## config.mk

```make
export PLATFORM = sky130hd
export DESIGN_NAME = balance_cascade_pid
export DESIGN_NICKNAME = d
export VERILOG_FILES = /design/src/bcp_pkg.sv /design/src/balance_cascade_pid.sv /design/src/bcp_ser_mul.sv
export SDC_FILE = /design/constraint.sdc
export NUM_CORES = 2
export LEC_CHECK = 0
export BUFFER_PORTS_ARGS = -buffer_cell sky130_fd_sc_hd__buf_2
export CAP_MARGIN = 20
export CELL_PAD_IN_SITES_DETAIL_PLACEMENT = 0
export CELL_PAD_IN_SITES_GLOBAL_PLACEMENT = 2
export CORE_MARGIN = 2
export CORE_UTILIZATION = 30
export CTS_CLUSTER_SIZE = 30
export DETAILED_ROUTE_END_ITERATION = 10
export PLACE_DENSITY_LB_ADDON = 0.1
export SYNTH_ARGS = -nofsm -noshare
export SYNTH_HDL_FRONTEND = slang
export SYNTH_SLANG_ARGS = --single-unit
```

## constraint.sdc

```tcl
create_clock -name clk -period 16 [get_ports clk]
set_input_delay 3.2 -clock clk [delete_from_list [all_inputs] [get_ports clk]]
set_output_delay 3.2 -clock clk [all_outputs]
set_load 0.02 [all_outputs]
```

## src/bcp_pkg.sv

```systemverilog
// Package for the cascaded balance controller: widths, limits, register
// indexes and the fixed-point helper functions. No dependencies.
`default_nettype none
package bcp_pkg;

  localparam int GAIN_W = 16;
  localparam int ERR_W  = 34;
  localparam int PROD_W = GAIN_W + ERR_W;
  localparam int ACC_W  = PROD_W + 2;
  localparam int OUT_W  = 32;
  localparam int INT_W  = 21;
  localparam int SC_W   = 6;
  localparam int AC_W   = 3;
  localparam int DUTY_W = ERR_W;
  localparam int MAG_W  = 12;
  localparam int STEER_W = 14;
  localparam int IDX_W  = 4;

  localparam int SPEED_DIVIDER_DEF = 50;
  localparam int ANGLE_DIVIDER_DEF = 5;

  localparam int SPEED_I_LIM   = 2000 * 256;
  localparam int RATE_I_LIM    = 3000 * 256;
  localparam int DUTY_LIM      = 3000;
  localparam int DEADBAND_PUSH = 100;

  localparam logic [IDX_W-1:0] REG_SPEED_TARGET   = 4'd0;
  localparam logic [IDX_W-1:0] REG_BALANCE_OFFSET = 4'd1;
  localparam logic [IDX_W-1:0] REG_SPEED_P_GAIN   = 4'd2;
  localparam logic [IDX_W-1:0] REG_SPEED_I_GAIN   = 4'd3;
  localparam logic [IDX_W-1:0] REG_ANGLE_P_GAIN   = 4'd4;
  localparam logic [IDX_W-1:0] REG_ANGLE_D_GAIN   = 4'd5;
  localparam logic [IDX_W-1:0] REG_RATE_P_GAIN    = 4'd6;
  localparam logic [IDX_W-1:0] REG_RATE_I_GAIN    = 4'd7;

  // Clamp a Q.8 sum to a symmetric limit.
  function automatic logic signed [ACC_W-1:0] clamp_acc(
    input logic signed [ACC_W-1:0] v, input int lim);
    logic signed [ACC_W-1:0] hi;
    hi = ACC_W'(lim);
    if (v > hi) return hi;
    if (v < -hi) return -hi;
    return v;
  endfunction

  // Divide a Q.8 sum by 256 toward zero, then saturate to 32 bits.
  function automatic logic signed [OUT_W-1:0] q8_out(input logic signed [ACC_W-1:0] q);
    logic signed [ACC_W-1:0] t;
    t = (q < 0) ? ((q + ACC_W'(255)) >>> 8) : (q >>> 8);
    if (t > ACC_W'(32'sh7fffffff)) return 32'sh7fffffff;
    if (t < -ACC_W'(33'sh080000000)) return 32'sh80000000;
    return t[OUT_W-1:0];
  endfunction

  // Saturate a motor duty to the PWM range.
  function automatic logic signed [DUTY_W-1:0] clamp_duty(input logic signed [DUTY_W-1:0] v);
    if (v > DUTY_W'(DUTY_LIM)) return DUTY_W'(DUTY_LIM);
    if (v < -DUTY_W'(DUTY_LIM)) return -DUTY_W'(DUTY_LIM);
    return v;
  endfunction

endpackage
`default_nettype wire

```

## src/balance_cascade_pid.sv

```systemverilog
// Top level of the cascaded speed / angle / gyro-rate balance controller.
// Depends on bcp_pkg and bcp_ser_mul.
//
// Usage: one input beat per control tick carries tilt_angle, tilt_rate,
// wheel_speed and steer_duty; exactly one output beat per tick carries the
// left and right motor duty as magnitude plus forward bit.
// The user must write gains and targets (cfg_we / cfg_index / cfg_data) only
// while idle; the block does not enforce it. Indexes beyond seven are ignored.
//
// Sequencing: every loop product goes through one shared bit-serial
// multiplier that takes one gain bit per cycle; a product step issues the
// operands, shifts through all GAIN_W gain bits and hands the product off.
// A plain tick does the two rate-loop products, a tick on which the angle
// loop runs adds its two, and a tick on which the speed loop runs adds two
// more of its own. A new beat is accepted in the cycle after the result is
// loaded into the output register.
//
// Reset clears all configuration, integrators, held outputs and tick
// counters. When the receiver stalls, the finished result waits in the
// output register; the next tick is accepted and computed meanwhile, and it
// waits in its last step until the output register frees up.
`default_nettype none
module balance_cascade_pid #(
  parameter int SPEED_DIVIDER = bcp_pkg::SPEED_DIVIDER_DEF,
  parameter int ANGLE_DIVIDER = bcp_pkg::ANGLE_DIVIDER_DEF
) (
  input  logic                                clk,
  input  logic                                rst,
  input  logic                                cfg_we,
  input  logic [bcp_pkg::IDX_W-1:0]           cfg_index,
  input  logic [bcp_pkg::GAIN_W-1:0]          cfg_data,
  input  logic                                in_valid,
  output logic                                in_ready,
  input  logic signed [15:0]                  tilt_angle,
  input  logic signed [15:0]                  tilt_rate,
  input  logic signed [15:0]                  wheel_speed,
  input  logic signed [bcp_pkg::STEER_W-1:0]  steer_duty,
  output logic                                out_valid,
  input  logic                                out_ready,
  output logic [bcp_pkg::MAG_W-1:0]           left_magnitude,
  output logic                                left_forward,
  output logic [bcp_pkg::MAG_W-1:0]           right_magnitude,
  output logic                                right_forward
);
  import bcp_pkg::*;

  typedef enum logic [7:0] {
    S_IDLE   = 8'b0000_0001,
    S_SPD_I  = 8'b0000_0010,
    S_SPD_P  = 8'b0000_0100,
    S_ANG_P  = 8'b0000_1000,
    S_ANG_D  = 8'b0001_0000,
    S_RATE_I = 8'b0010_0000,
    S_RATE_P = 8'b0100_0000,
    S_FIN    = 8'b1000_0000
  } state_t;

  state_t state;

  // Configuration registers.
  logic signed [GAIN_W-1:0] speed_target, balance_offset;
  logic signed [GAIN_W-1:0] speed_p_gain, speed_i_gain;
  logic signed [GAIN_W-1:0] angle_p_gain, angle_d_gain;
  logic signed [GAIN_W-1:0] rate_p_gain, rate_i_gain;

  // Latched tick inputs.
  logic signed [15:0]        angle_q, rate_q, speed_q;
  logic signed [STEER_W-1:0] steer_q;

  // Controller state.
  logic [SC_W-1:0]          sc_cnt;
  logic [AC_W-1:0]          ac_cnt;
  logic                     ang_run;
  logic signed [INT_W-1:0]  speed_integral, rate_integral;
  logic signed [ERR_W-1:0]  prev_err;
  logic signed [OUT_W-1:0]  held_speed, held_angle, g_out;
  logic signed [PROD_W-1:0] ang_acc;
  logic                     issued;

  logic [SC_W-1:0] sc_inc;
  logic [AC_W-1:0] ac_inc;
  logic            spd_hit, ang_hit;

  logic signed [ERR_W-1:0]  spd_err, ang_err, ang_diff, rate_err;
  logic signed [ERR_W-1:0]  mul_a;
  logic signed [GAIN_W-1:0] mul_b;
  logic                     is_mul, mul_start, mul_done;
  logic signed [PROD_W-1:0] mul_prod;
  logic signed [ACC_W-1:0]  spd_i_sum, rate_i_sum, spd_i_new, rate_i_new;
  logic signed [DUTY_W-1:0] g_push, left_d, right_d;

  assign in_ready = (state == S_IDLE);

  assign sc_inc  = sc_cnt + 1'b1;
  assign ac_inc  = ac_cnt + 1'b1;
  assign spd_hit = (sc_inc == SC_W'(SPEED_DIVIDER));
  assign ang_hit = (ac_inc == AC_W'(ANGLE_DIVIDER));

  // Loop errors; the angle error always fits in ERR_W bits and is not saturated.
  assign spd_err  = ERR_W'(speed_q) - ERR_W'(speed_target);
  assign ang_err  = ERR_W'(held_speed) + ERR_W'(balance_offset) - ERR_W'(angle_q);
  assign ang_diff = ang_err - prev_err;
  assign rate_err = ERR_W'(rate_q) - ERR_W'(held_angle);

  assign is_mul = (state == S_SPD_I) || (state == S_SPD_P) || (state == S_ANG_P) ||
                  (state == S_ANG_D) || (state == S_RATE_I) || (state == S_RATE_P);
  assign mul_start = is_mul && !issued;

  always_comb begin
    case (state)
      S_SPD_I:  begin mul_a = spd_err;  mul_b = speed_i_gain; end
      S_SPD_P:  begin mul_a = spd_err;  mul_b = speed_p_gain; end
      S_ANG_P:  begin mul_a = ang_err;  mul_b = angle_p_gain; end
      S_ANG_D:  begin mul_a = ang_diff; mul_b = angle_d_gain; end
      S_RATE_I: begin mul_a = rate_err; mul_b = rate_i_gain;  end
      S_RATE_P: begin mul_a = rate_err; mul_b = rate_p_gain;  end
      default:  begin mul_a = '0;       mul_b = '0;           end
    endcase
  end

  bcp_ser_mul u_mul (
    .clk   (clk),
    .rst   (rst),
    .start (mul_start),
    .a     (mul_a),
    .b     (mul_b),
    .done  (mul_done),
    .prod  (mul_prod)
  );

  assign spd_i_sum  = ACC_W'(speed_integral) + ACC_W'(mul_prod);
  assign rate_i_sum = ACC_W'(rate_integral) + ACC_W'(mul_prod);
  assign spd_i_new  = clamp_acc(spd_i_sum, SPEED_I_LIM);
  assign rate_i_new = clamp_acc(rate_i_sum, RATE_I_LIM);

  // Deadband push (zero counts as nonnegative) and the steering mix.
  assign g_push  = (g_out >= 0) ? (DUTY_W'(g_out) + DUTY_W'(DEADBAND_PUSH))
                                : (DUTY_W'(g_out) - DUTY_W'(DEADBAND_PUSH));
  assign left_d  = clamp_duty(g_push - DUTY_W'(steer_q));
  assign right_d = clamp_duty(g_push + DUTY_W'(steer_q));

  always_ff @(posedge clk) begin
    if (rst) begin
      state          <= S_IDLE;
      speed_target   <= '0;
      balance_offset <= '0;
      speed_p_gain   <= '0;
      speed_i_gain   <= '0;
      angle_p_gain   <= '0;
      angle_d_gain   <= '0;
      rate_p_gain    <= '0;
      rate_i_gain    <= '0;
      sc_cnt         <= '0;
      ac_cnt         <= '0;
      ang_run        <= 1'b0;
      speed_integral <= '0;
      rate_integral  <= '0;
      prev_err       <= '0;
      held_speed     <= '0;
      held_angle     <= '0;
      issued         <= 1'b0;
      out_valid      <= 1'b0;
    end else begin
      if (cfg_we) begin
        case (cfg_index)
          REG_SPEED_TARGET:   speed_target   <= cfg_data;
          REG_BALANCE_OFFSET: balance_offset <= cfg_data;
          REG_SPEED_P_GAIN:   speed_p_gain   <= cfg_data;
          REG_SPEED_I_GAIN:   speed_i_gain   <= cfg_data;
          REG_ANGLE_P_GAIN:   angle_p_gain   <= cfg_data;
          REG_ANGLE_D_GAIN:   angle_d_gain   <= cfg_data;
          REG_RATE_P_GAIN:    rate_p_gain    <= cfg_data;
          REG_RATE_I_GAIN:    rate_i_gain    <= cfg_data;
          default: ;
        endcase
      end

      // The final step reloads the output register itself.
      if (out_valid && out_ready && (state != S_FIN)) begin
        out_valid <= 1'b0;
      end

      if (mul_start) begin
        issued <= 1'b1;
      end
      if (mul_done) begin
        issued <= 1'b0;
      end

      case (state)
        S_IDLE: begin
          if (in_valid) begin
            angle_q <= tilt_angle;
            rate_q  <= tilt_rate;
            speed_q <= wheel_speed;
            steer_q <= steer_duty;
            sc_cnt  <= spd_hit ? '0 : sc_inc;
            ac_cnt  <= ang_hit ? '0 : ac_inc;
            ang_run <= ang_hit;
            if (spd_hit) begin
              state <= S_SPD_I;
            end else if (ang_hit) begin
              state <= S_ANG_P;
            end else begin
              state <= S_RATE_I;
            end
          end
        end
        S_SPD_I: begin
          if (mul_done) begin
            speed_integral <= spd_i_new[INT_W-1:0];
            state <= S_SPD_P;
          end
        end
        S_SPD_P: begin
          if (mul_done) begin
            held_speed <= q8_out(ACC_W'(mul_prod) + ACC_W'(speed_integral));
            state <= ang_run ? S_ANG_P : S_RATE_I;
          end
        end
        S_ANG_P: begin
          if (mul_done) begin
            ang_acc <= mul_prod;
            state <= S_ANG_D;
          end
        end
        S_ANG_D: begin
          if (mul_done) begin
            held_angle <= q8_out(ACC_W'(ang_acc) + ACC_W'(mul_prod));
            prev_err <= ang_err;
            state <= S_RATE_I;
          end
        end
        S_RATE_I: begin
          if (mul_done) begin
            rate_integral <= rate_i_new[INT_W-1:0];
            state <= S_RATE_P;
          end
        end
        S_RATE_P: begin
          if (mul_done) begin
            g_out <= q8_out(ACC_W'(mul_prod) + ACC_W'(rate_integral));
            state <= S_FIN;
          end
        end
        S_FIN: begin
          if (!out_valid || out_ready) begin
            left_magnitude  <= (left_d < 0) ? MAG_W'(-left_d) : MAG_W'(left_d);
            left_forward    <= (left_d >= 0);
            right_magnitude <= (right_d < 0) ? MAG_W'(-right_d) : MAG_W'(right_d);
            right_forward   <= (right_d >= 0);
            out_valid <= 1'b1;
            state <= S_IDLE;
          end
        end
        default: state <= S_IDLE;
      endcase
    end
  end

  // A result never leaves the PWM range.
  a_mag_range: assert property (@(posedge clk) disable iff (rst)
    out_valid |-> (left_magnitude <= MAG_W'(DUTY_LIM)) && (right_magnitude <= MAG_W'(DUTY_LIM)))
    else $error("motor duty magnitude out of range");

  // The multiplier only finishes in a step that waits for it.
  a_mul_owner: assert property (@(posedge clk) disable iff (rst)
    mul_done |-> is_mul && issued)
    else $error("multiplier finished outside a product step");

  // Tick counters clear instead of reaching their divider.
  a_cnt_wrap: assert property (@(posedge clk) disable iff (rst)
    (sc_cnt != SC_W'(SPEED_DIVIDER)) && (ac_cnt != AC_W'(ANGLE_DIVIDER)))
    else $error("tick counter reached its divider");

  // The speed integrator stays inside its clamp.
  a_int_clamp: assert property (@(posedge clk) disable iff (rst)
    (ACC_W'(speed_integral) <= ACC_W'(SPEED_I_LIM)) &&
    (ACC_W'(speed_integral) >= -ACC_W'(SPEED_I_LIM)))
    else $error("speed integrator outside its clamp");

endmodule
`default_nettype wire

```

## src/bcp_ser_mul.sv

```systemverilog
// Bit-serial signed multiplier: one gain bit per cycle, GAIN_W bits in all.
// Depends on bcp_pkg.
`default_nettype none
module bcp_ser_mul (
  input  logic                              clk,
  input  logic                              rst,
  input  logic                              start,
  input  logic signed [bcp_pkg::ERR_W-1:0]  a,
  input  logic signed [bcp_pkg::GAIN_W-1:0] b,
  output logic                              done,
  output logic signed [bcp_pkg::PROD_W-1:0] prod
);
  import bcp_pkg::*;

  localparam int CNT_W = $clog2(GAIN_W);

  logic                     busy;
  logic [CNT_W-1:0]         cnt;
  logic signed [PROD_W-1:0] mcand;
  logic [GAIN_W-1:0]        mplier;
  logic signed [PROD_W-1:0] addend;

  // The top gain bit carries negative weight.
  always_comb begin
    if (mplier[0]) begin
      addend = (cnt == CNT_W'(GAIN_W - 1)) ? -mcand : mcand;
    end else begin
      addend = '0;
    end
  end

  always_ff @(posedge clk) begin
    if (rst) begin
      busy <= 1'b0;
      done <= 1'b0;
    end else begin
      done <= 1'b0;
      if (start) begin
        busy   <= 1'b1;
        cnt    <= '0;
        mcand  <= PROD_W'(a);
        mplier <= b;
        prod   <= '0;
      end else if (busy) begin
        prod   <= prod + addend;
        mcand  <= mcand <<< 1;
        mplier <= mplier >> 1;
        cnt    <= cnt + 1'b1;
        if (cnt == CNT_W'(GAIN_W - 1)) begin
          busy <= 1'b0;
          done <= 1'b1;
        end
      end
    end
  end
endmodule
`default_nettype wire
```

==> impl_metrics.csv <==
group,metric,value,unit
synthesis,synth_enable_flop_cells,290,
clocking,cts_hold_repair.buffers,0,
min_path,holdCritStartpoint,"speed_integral[9]",
final_layout,most-common-layout-cells,"nand2_1 (649), nor2_1 (565), a21oi_1 (562)",
worst_setup_path,critical_path_buf_inv_count,1,
route,routed_via_density,5.39,
clocking,clock_tree.root_cell,"clkbuf_16",
timing,timing.clock.skew,0.0630,ns
final_layout,layout.cells.most_common,"nand2_1",
pwr,relative_contribution_of_the_clock_network_to_total_power,0.347,
worst_setup_path,critical-path-slowest-cell,"ha_1",
pwr,power.ir.vdd_worst,77.8,uV
min_path,timing.hold.worst.class,"reg -> reg",
route,drtAntennaViolNets,0,
pwr,seqPwrFrac,0.341,
clocking,numClockSinks,580,
synthesis,yosys.cell_types.count,103,
placed_design,place_hpwl,143000,um
clocking,clock_tree.buffer_depth,3,
synthesis,synth_seq_area_share,0.286,
placed_design,gp_congestion,0.859,
placed_design,port_buffers,114,
route,via_count,46000,
min_path,worstHoldEndpoint,"speed_integral[9]",
final_layout,stdcell_area,0.0563,mm^2
global_routing,pin_count_of_the_biggest_net_entering_global_routing,80,
worst_setup_path,ff_to_ff_path_depth,34,
pwr,power.density_cell_area,92.4,mW/mm^2
placed_design,post-place-cells,8375,
clocking,cts_inserted_buffers,80,
run_status,status,"finished, final reports clean",
timing,setup_viol,0,
clocking,clk_latency,0.71,ns
synthesis,syn_area_per_cell,8.10,um^2
final_layout,nets,6804,
route,wire_length_per_cell,21.8,um
timing,finalWorstPathRequiredPeriod,9.62,ns
synthesis,top_post_synthesis_cells_by_area,"edfxtp_1 (17%), dfxtp_1 (11%), ha_1 (10%), a21oi_1 (5.6%), nand2_1 (4.8%)",
route,drc,0,
pwr,combinationalPowerShare,0.312,
final_layout,fillers,17800,
floorplanning,design.die.area,0.172,mm^2
worst_setup_path,crit_path_start_kind,"flip-flop",
worst_setup_path,cp_top_family,"compound AO/OA/AOI/OAI gates",
synthesis,syn_inst_count,6266,
timing,clock.fmax,0.104,GHz
global_routing,grt_pass1_vias,44500,
worst_setup_path,required,16.46,ns
synthesis,netlist.top_cell.by_area,"edfxtp_1",
timing,timing.final.max_slew_violations,0,
global_routing,groute.usage.overall,0.210,
floorplanning,die_y,415,um
final_layout,stdcell_count,8527,
final_layout,proportion_of_layout_cells_with_a_drive_suffix_above_1,0.0715,
timing,report.final.hold_viol_count,0,
worst_setup_path,crit_path_max_incr_delay,0.75,ns
global_routing,antenna_found_initial,4,
route,dr.first_iter.drc_count,3023,
pwr,netSwitchingFraction,0.368,
timing,fin_tns_setup,0,ns
pwr,intPower,3.29,mW
timing,final.period_utilization,0.601,
floorplanning,fp.dieW,415,um
timing,timing.slew.headroom,0.227,
final_layout,areaGrowthSynthToFinish,10.9,%
worst_setup_path,worstPathArrival,10.08,ns
synthesis,yosys.area.top_type_share,0.172,
floorplanning,start_util,0.303,
flow_run,max_cap_viol_count,0,
timing,setup_repair_after_global_routing_missed_its_margin,"no",
clocking,postCtsSetupRepairBufs,0,
synthesis,yosys_warnings,0,
worst_setup_path,crit_type,"reg -> reg",
clocking,h-tree-depth,3,
min_path,min_delay_path_depth,2,
synthesis,synth-seq-cells,580,
clocking,clk_pin_slew_worst_paths,0.06,ns
worst_setup_path,rr_startpoint,"g_out[31]",
synthesis,synth_area,0.0508,mm^2
clocking,cts_tree,"done",
worst_setup_path,path_max_fanout,29,
route,firstDrtPassIters,6,
floorplanning,num_rows,150,
route,postRouteWirelength,186000,um
worst_setup_path,ff2ff_setup_slack,6.38,ns
synthesis,synthesis.nets,6814,
worst_setup_path,crit_path_end_kind,"flip-flop",
clocking,cts.repair.resized,0,
synthesis,synth-async-reset-ratio,0,
pwr,total_leakage_power,22.0,nW
floorplanning,floorplan.io_pins,115,
synthesis,ys_dominant_reg_cell,"edfxtp_1",
worst_setup_path,r2r-end,"right_magnitude[10]",
floorplanning,fp.coreArea,0.168,mm^2
global_routing,grt_first_pass_wirelength,282000,um
global_routing,overflow,0,
timing,tightestPinTransition,1.16,ns
pwr,total_switching_power,1.92,mW
placed_design,placed_cell_area,0.0536,mm^2
state kept, by name, summed over array words and instances (netlist names), 14 cells and up:
name and cells:
g_out 32, held_speed 32, speed_q 16, u_mul.prod 50, rate_integral 21, rate_i_gain 16
speed_i_gain 16, held_angle 32, ang_acc 50, rate_p_gain 16, speed_integral 21, angle_q 16
speed_target 16, rate_q 16, u_mul.mcand 50, u_mul.mplier 16, prev_err 34, angle_p_gain 16
steer_q 14, speed_p_gain 16, angle_d_gain 16, balance_offset 16
worst reg2reg max path: cells and delay by family (launching register included):
kind / cells / cell delay [ns]
AO/OA/AOI/OAI: 18 / 4.24
AND/OR/NAND/NOR: 9 / 2.47
adder cells (fa/ha/maj): 4 / 1.64
XOR/XNOR: 2 / 0.43
flip-flops: 1 / 0.31
buffers and inverters: 1 / 0.31
cell usage after synthesis, types with 38 or more instances:
library cell and instances:
and2_1 87, o211ai_1 42, a221oi_1 38, xnor2_1 268
xor2_1 155, a21o_1 189, clkbuf_1 233, dfxtp_1 290
a21oi_1 563, a31oi_1 76, ha_1 419, nand4_1 67
inv_1 395, a211oi_1 56, o21a_1 76, nand2b_1 78
nor3_1 151, or3_1 61, nor4_1 43, edfxtp_1 290
o31ai_1 39, nor2b_1 54, nand3_1 153, nand2_1 650
nor2_1 568, and3_1 49, o21ai_0 353, mux2i_1 82
fa_1 42, o21bai_1 61
per-layer routing:
layer / global-route usage / part of all wire / routed length, um / vias up
met5: 0 / 0 / 0 / -
met2: 0.348 / 0.46 / 86100 / 717
met3: 0.0190 / 0.032 / 5850 / 149
li1: - / - / - / 22800
met4: 0.0521 / 0.022 / 4170 / 0
met1: 0.291 / 0.48 / 89600 / 22300
stage by stage:
stage	util	worst slack, ns	total power, mW	hold WS (ns)
2_1_floorplan	-	6.61	2.91	0.422
3_3_place_gp	0.320	6.34	3.44	0.433
3_5_place_dp	0.320	6.39	3.43	0.446
4_1_cts	0.336	6.35	5.28	0.453
5_1_grt	0.336	5.50	5.51	0.470
6_report	0.336	6.38	5.20	0.452
power groups by stage:
stage                     Combinational (mW)  Sequential [mW]  Clock, mW
final                                   1.62             1.77       1.80
after global routing                    1.81             1.78       1.91
after CTS                               1.63             1.78       1.87
after detailed placement                1.62             1.81          0
after global placement                  1.63             1.81          0
after floorplan                         1.15             1.76          0
cells by family (layout without fill, tap and decap cells):
group,Yosys count,in the layout,synth area share
compound gates,1903,1903,0.249
xor+xnor,423,423,0.0730
fa+ha+maj,461,461,0.120
buf+inv,671,727,0.0509
flops,580,580,0.286
mux,90,90,0.0179
other cells,0,1,0
simple gates,2138,2138,0.203
worst max path at each step:
stage / from / endpoint / slack (ns) / cells past startpoint
finish: g_out[31] / right_magnitude[10] / 6.38 / 34
detailed placement: g_out[31] / right_magnitude[8] / 6.39 / 34
global route: g_out[31] / right_magnitude[8] / 5.50 / 35
global placement: g_out[31] / right_magnitude[8] / 6.34 / 34
floorplan: rst / u_mul.cnt[0] / 6.61 / 4
CTS: g_out[31] / right_magnitude[8] / 6.35 / 34
layout make-up:
type,instances,area [um^2],share of cell area
multi-input cells,5015,33800,0.600
flip-flops and latches,580,14500,0.258
well taps,2204,2760,0.0490
clock buffers,110,2220,0.0394
inverters,395,1480,0.0263
repair buffers,184,1130,0.0202
clock inverters,38,402,0.00714
diodes,1,2.50,0.0000445
No activity file was read; power rests on OpenSTA's default activity.
